### config.mk
export PLATFORM = sky130hd
export DESIGN_NAME = profiled_fps_frequency_selector
export DESIGN_NICKNAME = d
export VERILOG_FILES = /design/src/hw/rtl/pfs_pkg.sv /design/src/hw/rtl/profiled_fps_frequency_selector.sv
export SDC_FILE = /design/constraint.sdc
export NUM_CORES = 2
export LEC_CHECK = 0
export BUFFER_PORTS_ARGS = -buffer_cell sky130_fd_sc_hd__buf_2
export CORE_MARGIN = 8
export CORE_UTILIZATION = 63
export CTS_CLUSTER_SIZE = 12
export DETAILED_ROUTE_END_ITERATION = 10
export PLACE_DENSITY_LB_ADDON = 0.05
export SYNTH_ARGS = -nofsm -noshare
export SYNTH_HDL_FRONTEND = slang
export SYNTH_SLANG_ARGS = --single-unit
### constraint.sdc
create_clock -name clk -period 7.9 [get_ports clk]
set_clock_uncertainty 0.15 [all_clocks]
set_input_delay 0 -clock clk [delete_from_list [all_inputs] [get_ports clk]]
set_output_delay 0 -clock clk [all_outputs]
set_load 0.01 [all_outputs]
### src/hw/rtl/pfs_pkg.sv
// ----------------------------------------------------------------------------
// pfs_pkg: shared constants for the profiled fps frequency selector
// Field widths, register indexes, command codes, fixed-point constants and reset values.
// ----------------------------------------------------------------------------
package pfs_pkg;

	// Default number of frequency levels
	localparam int LEVELS_DEF = 32;

	// Field widths
	localparam int FT_W   = 24;   // frame time, us
	localparam int FPS_W  = 18;   // Q8 rate
	localparam int SPL_W  = 10;   // samples per level
	localparam int NLV_W  = 6;    // num_levels register
	localparam int LVL_W  = 5;    // freq_level output
	localparam int SUM_W  = 34;   // saturating time sum
	localparam int NUM_W  = 38;   // samples * scale
	localparam int QUO_W  = FPS_W + 1;
	localparam int DSH_W  = SUM_W + FPS_W;

	// Configuration register indexes
	localparam int CFG_AW = 2;
	localparam logic [CFG_AW-1:0] CFG_ENABLE    = 2'd0;
	localparam logic [CFG_AW-1:0] CFG_SAMPLES   = 2'd1;
	localparam logic [CFG_AW-1:0] CFG_NUM_LVL   = 2'd2;
	localparam logic [CFG_AW-1:0] CFG_THRESHOLD = 2'd3;

	// Input command codes
	localparam logic CMD_FRAME  = 1'b0;
	localparam logic CMD_TARGET = 1'b1;

	// Fixed-point constants
	localparam logic [27:0]      Q8_SCALE = 28'd256000000;
	localparam logic [FPS_W-1:0] FPS_MAX  = '1;
	localparam logic [SUM_W-1:0] SUM_MAX  = '1;

	// Register reset values
	localparam logic [SPL_W-1:0] SAMPLES_RST   = 10'd16;
	localparam logic [NLV_W-1:0] NUM_LVL_RST   = 6'd32;
	localparam logic [FPS_W-1:0] THRESHOLD_RST = 18'd256;

endpackage

### src/hw/rtl/profiled_fps_frequency_selector.sv
// ----------------------------------------------------------------------------
// profiled_fps_frequency_selector
// Frame-rate governor: profiles the rate of each configured frequency level, then picks
// the level whose profiled rate is nearest to a requested target.
// ----------------------------------------------------------------------------
//
// Channel   Dir  Bits                     Transfer when
// s_axis    in   tuser: command           s_tvalid & s_tready
//                tdata: frame_time_us, target_fps
// m_axis    out  tdata: result flags      m_tvalid & m_tready
// cfg       in   cfg_addr, cfg_wdata      cfg_we
//
// One item at a time; s_tready is high only while the sequencer is idle.
// A frame item without a finished window is decoded and output. A frame that
// closes a window adds one multiply and 19 restoring-divide steps on a shared
// 52-bit compare/subtract. A target scan covers n levels, one table read per
// cycle. A held result stalls only the final step; the next
// item may be accepted while the result waits. The table has no clearing pass.
// ----------------------------------------------------------------------------

module profiled_fps_frequency_selector
	import pfs_pkg::*;
#(
	parameter int LEVELS = LEVELS_DEF
) (
	input  logic               clk,
	input  logic               arst_n,
	// input stream
	input  logic               s_tvalid,
	output logic               s_tready,
	input  logic [47:0]        s_tdata,   // [23:0] frame_time_us, [41:24] target_fps
	input  logic               s_tuser,   // [0] command
	// result stream
	output logic               m_tvalid,
	input  logic               m_tready,
	output logic [31:0]        m_tdata,   // [4:0] freq_level, [5] freq_changed,
	                                      // [23:6] fps_value, [24] fps_valid,
	                                      // [25] profiling_done,
	                                      // [26] target_out_of_range, [27] target_met
	// configuration
	input  logic               cfg_we,
	input  logic [CFG_AW-1:0]  cfg_addr,
	input  logic [FPS_W-1:0]   cfg_wdata
);

	localparam int IW = (LEVELS > 1) ? $clog2(LEVELS) : 1;
	localparam int CW = $clog2(LEVELS + 1);
	localparam logic [31:0] LEVELS_U = 32'(LEVELS);

	typedef enum logic [3:0] {
		ST_IDLE, ST_DECODE, ST_MUL, ST_DIV, ST_DIVEND,
		ST_SCAN, ST_SCANEND, ST_DECIDE, ST_OUT
	} state_t;

	state_t state_q;

	// configuration registers
	logic             enable_q;
	logic [SPL_W-1:0] samples_q;
	logic [NLV_W-1:0] num_lvl_q;
	logic [FPS_W-1:0] threshold_q;

	// captured item
	logic             cmd_q;
	logic [FT_W-1:0]  ft_q;
	logic [FPS_W-1:0] tgt_q;

	// governor state
	logic [CW-1:0]    profile_q;
	logic [SPL_W-1:0] count_q;
	logic [SUM_W-1:0] sum_q;
	logic [FPS_W-1:0] current_q;
	logic [FPS_W-1:0] last_tgt_q;
	logic             done_q;
	logic [IW-1:0]    applied_q;

	// divider
	logic [NUM_W-1:0] rem_q;
	logic [DSH_W-1:0] dsh_q;
	logic [QUO_W-1:0] quo_q;
	logic [4:0]       step_q;

	// scan
	logic [IW-1:0]    scan_q;
	logic [IW-1:0]    cmp_idx_q;
	logic             cmp_vld_q;
	logic [FPS_W-1:0] min_err_q;
	logic [IW-1:0]    best_q;
	logic             retune_q;

	// per-item result
	logic             res_changed_q;
	logic [FPS_W-1:0] res_fps_q;
	logic             res_valid_q;
	logic             res_oor_q;
	logic             res_met_q;

	// result register
	logic             m_valid_q;
	logic [31:0]      m_data_q;

	// fps table
	logic [FPS_W-1:0] tbl_mem [LEVELS];
	logic [FPS_W-1:0] rd_q;
	logic             tbl_we;
	logic [FPS_W-1:0] fps_div;

	// effective sample and level counts
	logic [SPL_W-1:0] s_eff;
	logic [CW-1:0]    n_eff;
	logic [IW-1:0]    n_last;
	logic [31:0]      num32;

	assign s_eff  = (samples_q == '0) ? SPL_W'(1) : samples_q;
	assign num32  = {{(32-NLV_W){1'b0}}, num_lvl_q};
	always_comb begin
		if (num_lvl_q == '0) begin
			n_eff = CW'(1);
		end else if (num32 > LEVELS_U) begin
			n_eff = CW'(LEVELS);
		end else begin
			n_eff = CW'(num32);
		end
	end
	assign n_last = IW'(n_eff - CW'(1));

	// saturating accumulate and window test
	logic [SUM_W:0]   sum_add;
	logic [SUM_W-1:0] sum_new;
	logic             win_end;

	assign sum_add = {1'b0, sum_q} + {{(SUM_W+1-FT_W){1'b0}}, ft_q};
	assign sum_new = sum_add[SUM_W] ? SUM_MAX : sum_add[SUM_W-1:0];
	assign win_end = ({1'b0, count_q} + (SPL_W+1)'(1)) >= {1'b0, s_eff};

	// numerator multiply
	logic [NUM_W-1:0] prod;
	assign prod = {{(NUM_W-SPL_W){1'b0}}, s_eff} * {{(NUM_W-28){1'b0}}, Q8_SCALE};

	// shared compare/subtract step of the divider
	logic div_ge;
	assign div_ge = {{(DSH_W-NUM_W){1'b0}}, rem_q} >= dsh_q;

	assign fps_div = quo_q[QUO_W-1] ? FPS_MAX : quo_q[FPS_W-1:0];

	// absolute errors
	logic [FPS_W-1:0] cur_err;
	logic [FPS_W-1:0] scan_err;
	assign cur_err  = (tgt_q > current_q) ? tgt_q - current_q : current_q - tgt_q;
	assign scan_err = (tgt_q > rd_q) ? tgt_q - rd_q : rd_q - tgt_q;

	// table write when a profiling window closes
	assign tbl_we = (state_q == ST_DIVEND) && !done_q;

	always_ff @(posedge clk) begin
		if (tbl_we) begin
			tbl_mem[profile_q[IW-1:0]] <= fps_div;
		end
		rd_q <= tbl_mem[scan_q];
	end

	// handshakes
	assign s_tready = (state_q == ST_IDLE);
	assign m_tvalid = m_valid_q;
	assign m_tdata  = m_data_q;

	// configuration writes
	always_ff @(posedge clk or negedge arst_n) begin
		if (!arst_n) begin
			enable_q    <= 1'b0;
			samples_q   <= SAMPLES_RST;
			num_lvl_q   <= NUM_LVL_RST;
			threshold_q <= THRESHOLD_RST;
		end else if (cfg_we) begin
			case (cfg_addr)
				CFG_ENABLE:    enable_q    <= cfg_wdata[0];
				CFG_SAMPLES:   samples_q   <= cfg_wdata[SPL_W-1:0];
				CFG_NUM_LVL:   num_lvl_q   <= cfg_wdata[NLV_W-1:0];
				CFG_THRESHOLD: threshold_q <= cfg_wdata;
				default: ;
			endcase
		end
	end

	// sequencer
	always_ff @(posedge clk or negedge arst_n) begin
		if (!arst_n) begin
			state_q    <= ST_IDLE;
			profile_q  <= '0;
			count_q    <= '0;
			sum_q      <= '0;
			current_q  <= '0;
			last_tgt_q <= '0;
			done_q     <= 1'b0;
			applied_q  <= '0;
			m_valid_q  <= 1'b0;
			cmp_vld_q  <= 1'b0;
		end else begin
			// ST_OUT handles the result register itself
			if (m_valid_q && m_tready && state_q != ST_OUT) begin
				m_valid_q <= 1'b0;
			end
			case (state_q)
				ST_IDLE: begin
					if (s_tvalid) begin
						cmd_q   <= s_tuser;
						ft_q    <= s_tdata[FT_W-1:0];
						tgt_q   <= s_tdata[FT_W+FPS_W-1:FT_W];
						state_q <= ST_DECODE;
					end
				end
				ST_DECODE: begin
					res_changed_q <= 1'b0;
					res_fps_q     <= '0;
					res_valid_q   <= 1'b0;
					res_oor_q     <= 1'b0;
					res_met_q     <= 1'b0;
					state_q       <= ST_OUT;
					if (cmd_q == CMD_FRAME) begin
						if (!done_q && !enable_q) begin
							// frame ignored before profiling is armed
						end else if (!done_q && profile_q >= n_eff) begin
							// profiling ends; this frame is discarded
							done_q        <= 1'b1;
							profile_q     <= '0;
							count_q       <= '0;
							sum_q         <= '0;
							applied_q     <= '0;
							res_changed_q <= 1'b1;
						end else if (win_end) begin
							dsh_q   <= {sum_new, {FPS_W{1'b0}}};
							sum_q   <= '0;
							count_q <= '0;
							state_q <= ST_MUL;
						end else begin
							sum_q   <= sum_new;
							count_q <= count_q + SPL_W'(1);
						end
					end else if (current_q != '0 && tgt_q != last_tgt_q) begin
						retune_q  <= cur_err > threshold_q;
						scan_q    <= '0;
						cmp_vld_q <= 1'b0;
						state_q   <= ST_SCAN;
					end
				end
				ST_MUL: begin
					rem_q   <= prod;
					quo_q   <= '0;
					step_q  <= 5'(FPS_W);
					state_q <= ST_DIV;
				end
				ST_DIV: begin
					// one restoring-divide step per cycle, quotient MSB first
					if (div_ge) begin
						rem_q <= rem_q - dsh_q[NUM_W-1:0];
					end
					quo_q <= {quo_q[QUO_W-2:0], div_ge};
					dsh_q <= dsh_q >> 1;
					step_q <= step_q - 5'd1;
					if (step_q == '0) begin
						state_q <= ST_DIVEND;
					end
				end
				ST_DIVEND: begin
					res_fps_q   <= fps_div;
					res_valid_q <= 1'b1;
					if (!done_q) begin
						profile_q <= profile_q + CW'(1);
						if ((profile_q + CW'(1)) < n_eff) begin
							applied_q     <= IW'(profile_q + CW'(1));
							res_changed_q <= 1'b1;
						end
					end else begin
						current_q <= fps_div;
					end
					state_q <= ST_OUT;
				end
				ST_SCAN, ST_SCANEND: begin
					// issue one table read, compare the entry read last cycle
					if (state_q == ST_SCAN) begin
						cmp_idx_q <= scan_q;
						cmp_vld_q <= 1'b1;
						scan_q    <= scan_q + IW'(1);
						if (scan_q == n_last) begin
							state_q <= ST_SCANEND;
						end
					end else begin
						cmp_vld_q <= 1'b0;
						state_q   <= ST_DECIDE;
					end
					if (cmp_vld_q) begin
						if (cmp_idx_q == '0) begin
							min_err_q <= scan_err;
							best_q    <= '0;
							if (tgt_q > rd_q) begin
								res_oor_q <= 1'b1;
							end
						end else if (scan_err < min_err_q) begin
							min_err_q <= scan_err;
							best_q    <= cmp_idx_q;
						end
						if (cmp_idx_q == n_last && tgt_q < rd_q) begin
							res_oor_q <= 1'b1;
						end
					end
				end
				ST_DECIDE: begin
					if (retune_q) begin
						applied_q     <= best_q;
						res_changed_q <= 1'b1;
						last_tgt_q    <= tgt_q;
					end else begin
						res_met_q <= 1'b1;
					end
					state_q <= ST_OUT;
				end
				ST_OUT: begin
					// load the result register once it is free
					if (!m_valid_q || m_tready) begin
						m_valid_q <= 1'b1;
						m_data_q  <= {4'b0, res_met_q, res_oor_q, done_q, res_valid_q,
							res_fps_q, res_changed_q, LVL_W'(applied_q)};
						state_q   <= ST_IDLE;
					end
				end
				default: begin
					state_q <= ST_IDLE;
				end
			endcase
		end
	end

endmodule

==> flow_metrics.tcl <==
set metrics [dict create \
    end_kind "register" \
    path_max_fanout 7 \
    post-cts-setup-buffers 0 \
    fin_crit_sh_pct 84.2 \
    hpwl_um 74000 \
    initial_core_util_pct 63.8 \
    grt_pass1_wl_um 176000 \
    path_buf_inv 4 \
    area_delta_synth_final_pct 13.0 \
    status "complete, no violations" \
    grt_overflow 0 \
    num_vias 29556 \
    arrival_ps 6860 \
    final_cell_mix "edfxtp_1 (817), ha_1 (270), inv_1 (247)" \
    h-tree-depth 3 \
    hold_depth 3 \
    drc 0 \
    wl_per_cell_um 24.2 \
    async_reset_ff_share_pct 13.7 \
    syn_area_um2 47600 \
    clk_pin_slew_worst_paths_ps 60 \
    worstMarginPinSlew_ps 1180 \
    layout_setup_ws_ps 1250 \
    whs_endpoint "threshold_q[4]" \
    instances_no_fill 4742 \
    hold_class "input pin to register" \
    netlist_instances 3451 \
    clk_latency_ps 690 \
    slew_viol_final 0 \
    io_pins 108 \
    cts_buffers 100 \
    critPathLaunchType "register" \
    maxSlewHeadroom_pct 21.6 \
    synth_cell_types 84 \
    tns_ps 0 \
    grtUsageTotal_pct 26.8 \
    ys_ff_latch 968 \
    ys.flop_type "edfxtp_1" \
    cts.sinks 968 \
    finalHoldViolCount 0 \
    drtIter0Drc 2669 \
    placementRows 100 \
    grt_max_degree 115 \
    r2r_slack_ps 1250 \
    wirelength_um 115000 \
    cts.path.max_buffers 3 \
    hold_ws_ps 41.2 \
    grt_antenna_before_repair 5 \
    r2r-start "samples_q[8]" \
    pre_cts_ws_ps 1370 \
    hp-start "cfg_wdata[4]" \
    place_congestion 0.909 \
    path_cells "inv_1 -> ha_1 -> nand2_1 -> nor3_1 -> nand3_1 -> nand2_1 -> inv_1 -> fa_1 -> ha_1 -> inv_1 -> fa_1 -> inv_1 -> fa_1 -> ha_1 -> ha_1 -> a21o_1 -> a21o_1 -> o21ai_0 -> a31oi_1 -> o41ai_1 -> o21ai_0 -> xnor2_1 -> nand2_1 -> o21ai_0" \
    seq_area_frac_synth_pct 59.3 \
    cts_tree "built" \
    fmax_mhz 150 \
    firstDrtPassIters 6 \
    layout_min_cycle_time_ps 6650 \
    leakage_nw 20.5 \
    setup_viol 0 \
    coreArea_um2 74600 \
    final_util_pct 72.1 \
    ant_nets 0 \
    dieWidth_um 291 \
    final_common_cell "edfxtp_1" \
    yosys_warnings 0 \
    cap_viol_max_count 0 \
    vias_per_cell 6.23 \
    cts_resized 0 \
    synth_edf_count 817 \
    worstPathRequired_ps 8110 \
    place_inst 4433 \
    crit_family "adder cells" \
    critPathKind "register to register" \
    final_nets 4071 \
    grt_pass1_vias 30135 \
    die_h_um 291 \
    io_buffers 97 \
    avgSynthCellArea_um2 13.8 \
    p_per_area_nw_per_um2 336 \
    irDropWorstVdd_mv 0.281 \
    slowest_delay_ps 570 \
    die_area_um2 84600 \
    drive_gt1_share_pct 16.0 \
    rr_endpoint "rem_q[37]" \
    rsz0062_at_grt "no" \
    cp_slowest_cell "nor3_1" \
    hold_buffers 130 \
    cts_root_buffer "clkbuf_16" \
    r2r_cells 24 \
]
-- tightest hold or removal path: stages --
cell	delay (ps)
dlygate4sd3_1	520
buf_2	150
mux2_2	160
-- sequential cells by signal, summed over array words and instances (netlist names), 19 cells and up --
| name | count |
|---|---|
| quo_q | 19 |
| ft_q | 24 |
| sum_q | 34 |
| dsh_q | 52 |
| tbl_mem | 576 |
| rem_q | 38 |
| m_tdata | 28 |
-- synthesized netlist by cell type (18+ instances only) --
| library cell | count | area, µm² |
|---|---|---|
| nor2b_1 | 27 | 169 |
| nand3_1 | 61 | 305 |
| nor3_1 | 43 | 215 |
| xor2_1 | 58 | 508 |
| dfxtp_1 | 18 | 360 |
| dfrtp_1 | 130 | 3250 |
| inv_1 | 247 | 927 |
| buf_1 | 19 | 71.3 |
| a21o_1 | 64 | 480 |
| nand2_1 | 155 | 582 |
| xnor2_1 | 86 | 753 |
| a31oi_1 | 26 | 163 |
| a211oi_1 | 19 | 143 |
| mux4_2 | 180 | 4050 |
| and2_1 | 30 | 188 |
| mux2i_1 | 22 | 220 |
| nand4_1 | 27 | 169 |
| mux2_2 | 69 | 777 |
| nor2_1 | 269 | 1010 |
| ha_1 | 270 | 3380 |
| o21bai_1 | 32 | 240 |
| o21ai_0 | 147 | 736 |
| o21a_1 | 28 | 210 |
| a21oi_1 | 212 | 1060 |
| fa_1 | 31 | 621 |
| clkbuf_1 | 100 | 375 |
| nand2b_1 | 27 | 169 |
| edfxtp_1 | 817 | 24500 |
| and3_1 | 21 | 131 |
-- how the worst max path moves through the flow --
stage | cells past startpoint | slack (ps) | startpoint | endpoint
5_1_grt | 24 | 710 | samples_q[8] | rem_q[37]
3_3_place_gp | 24 | 1500 | samples_q[8] | rem_q[37]
3_5_place_dp | 24 | 1370 | samples_q[8] | rem_q[37]
6_report | 24 | 1250 | samples_q[8] | rem_q[37]
2_1_floorplan | 20 | 1750 | tgt_q[7] | best_q[0]
4_1_cts | 24 | 1290 | samples_q[8] | rem_q[37]
-- cell type report --
type                            count  area, µm²
Clock inverter                     28        328
Antenna cell                        1       2.50
Inverter                          249        935
Multi-Input combinational cell   2097      18000
Tap cell                          969       1210
Timing Repair Buffer              280       2220
Clock buffer                      150       2860
Sequential cell                   968      28200
Fill cell                        4859      20800
-- per-stage QoR --
step	total power [mW]	instance area (µm²)
final	18.1	53800
after global routing	19.2	53800
after global placement	13.3	49200
after detailed placement	13.5	49200
after CTS	18.1	53800
after floorplan	11.5	47600
-- metal layers --
metal	global-route usage [%]	part of all wire, %
met1	35.6	41
met2	45.1	49
met3	4.38	7.0
met4	9.01	3.2
met5	0	0
-- power breakdown --
group | switching, mW | internal (mW) | leakage (nW)
logic | 4.03 | 3.02 | 9.77
clock network | 1.96 | 2.58 | 1.54
registers | 0.350 | 6.12 | 9.21
total | 6.33 | 11.7 | 20.5
-- cell families after synthesis --
| family | count (synthesis) | share of synthesized area (%) |
|---|---|---|
| compound gates | 645 | 8.54 |
| fa+ha+maj | 302 | 8.43 |
| buf+inv | 389 | 3.16 |
| flops | 968 | 59.3 |
| other cells | 1 | 0.00788 |
| mux | 271 | 10.6 |
| simple gates | 731 | 7.26 |
| xor+xnor | 144 | 2.65 |
(Power assumes the default switching activity.)
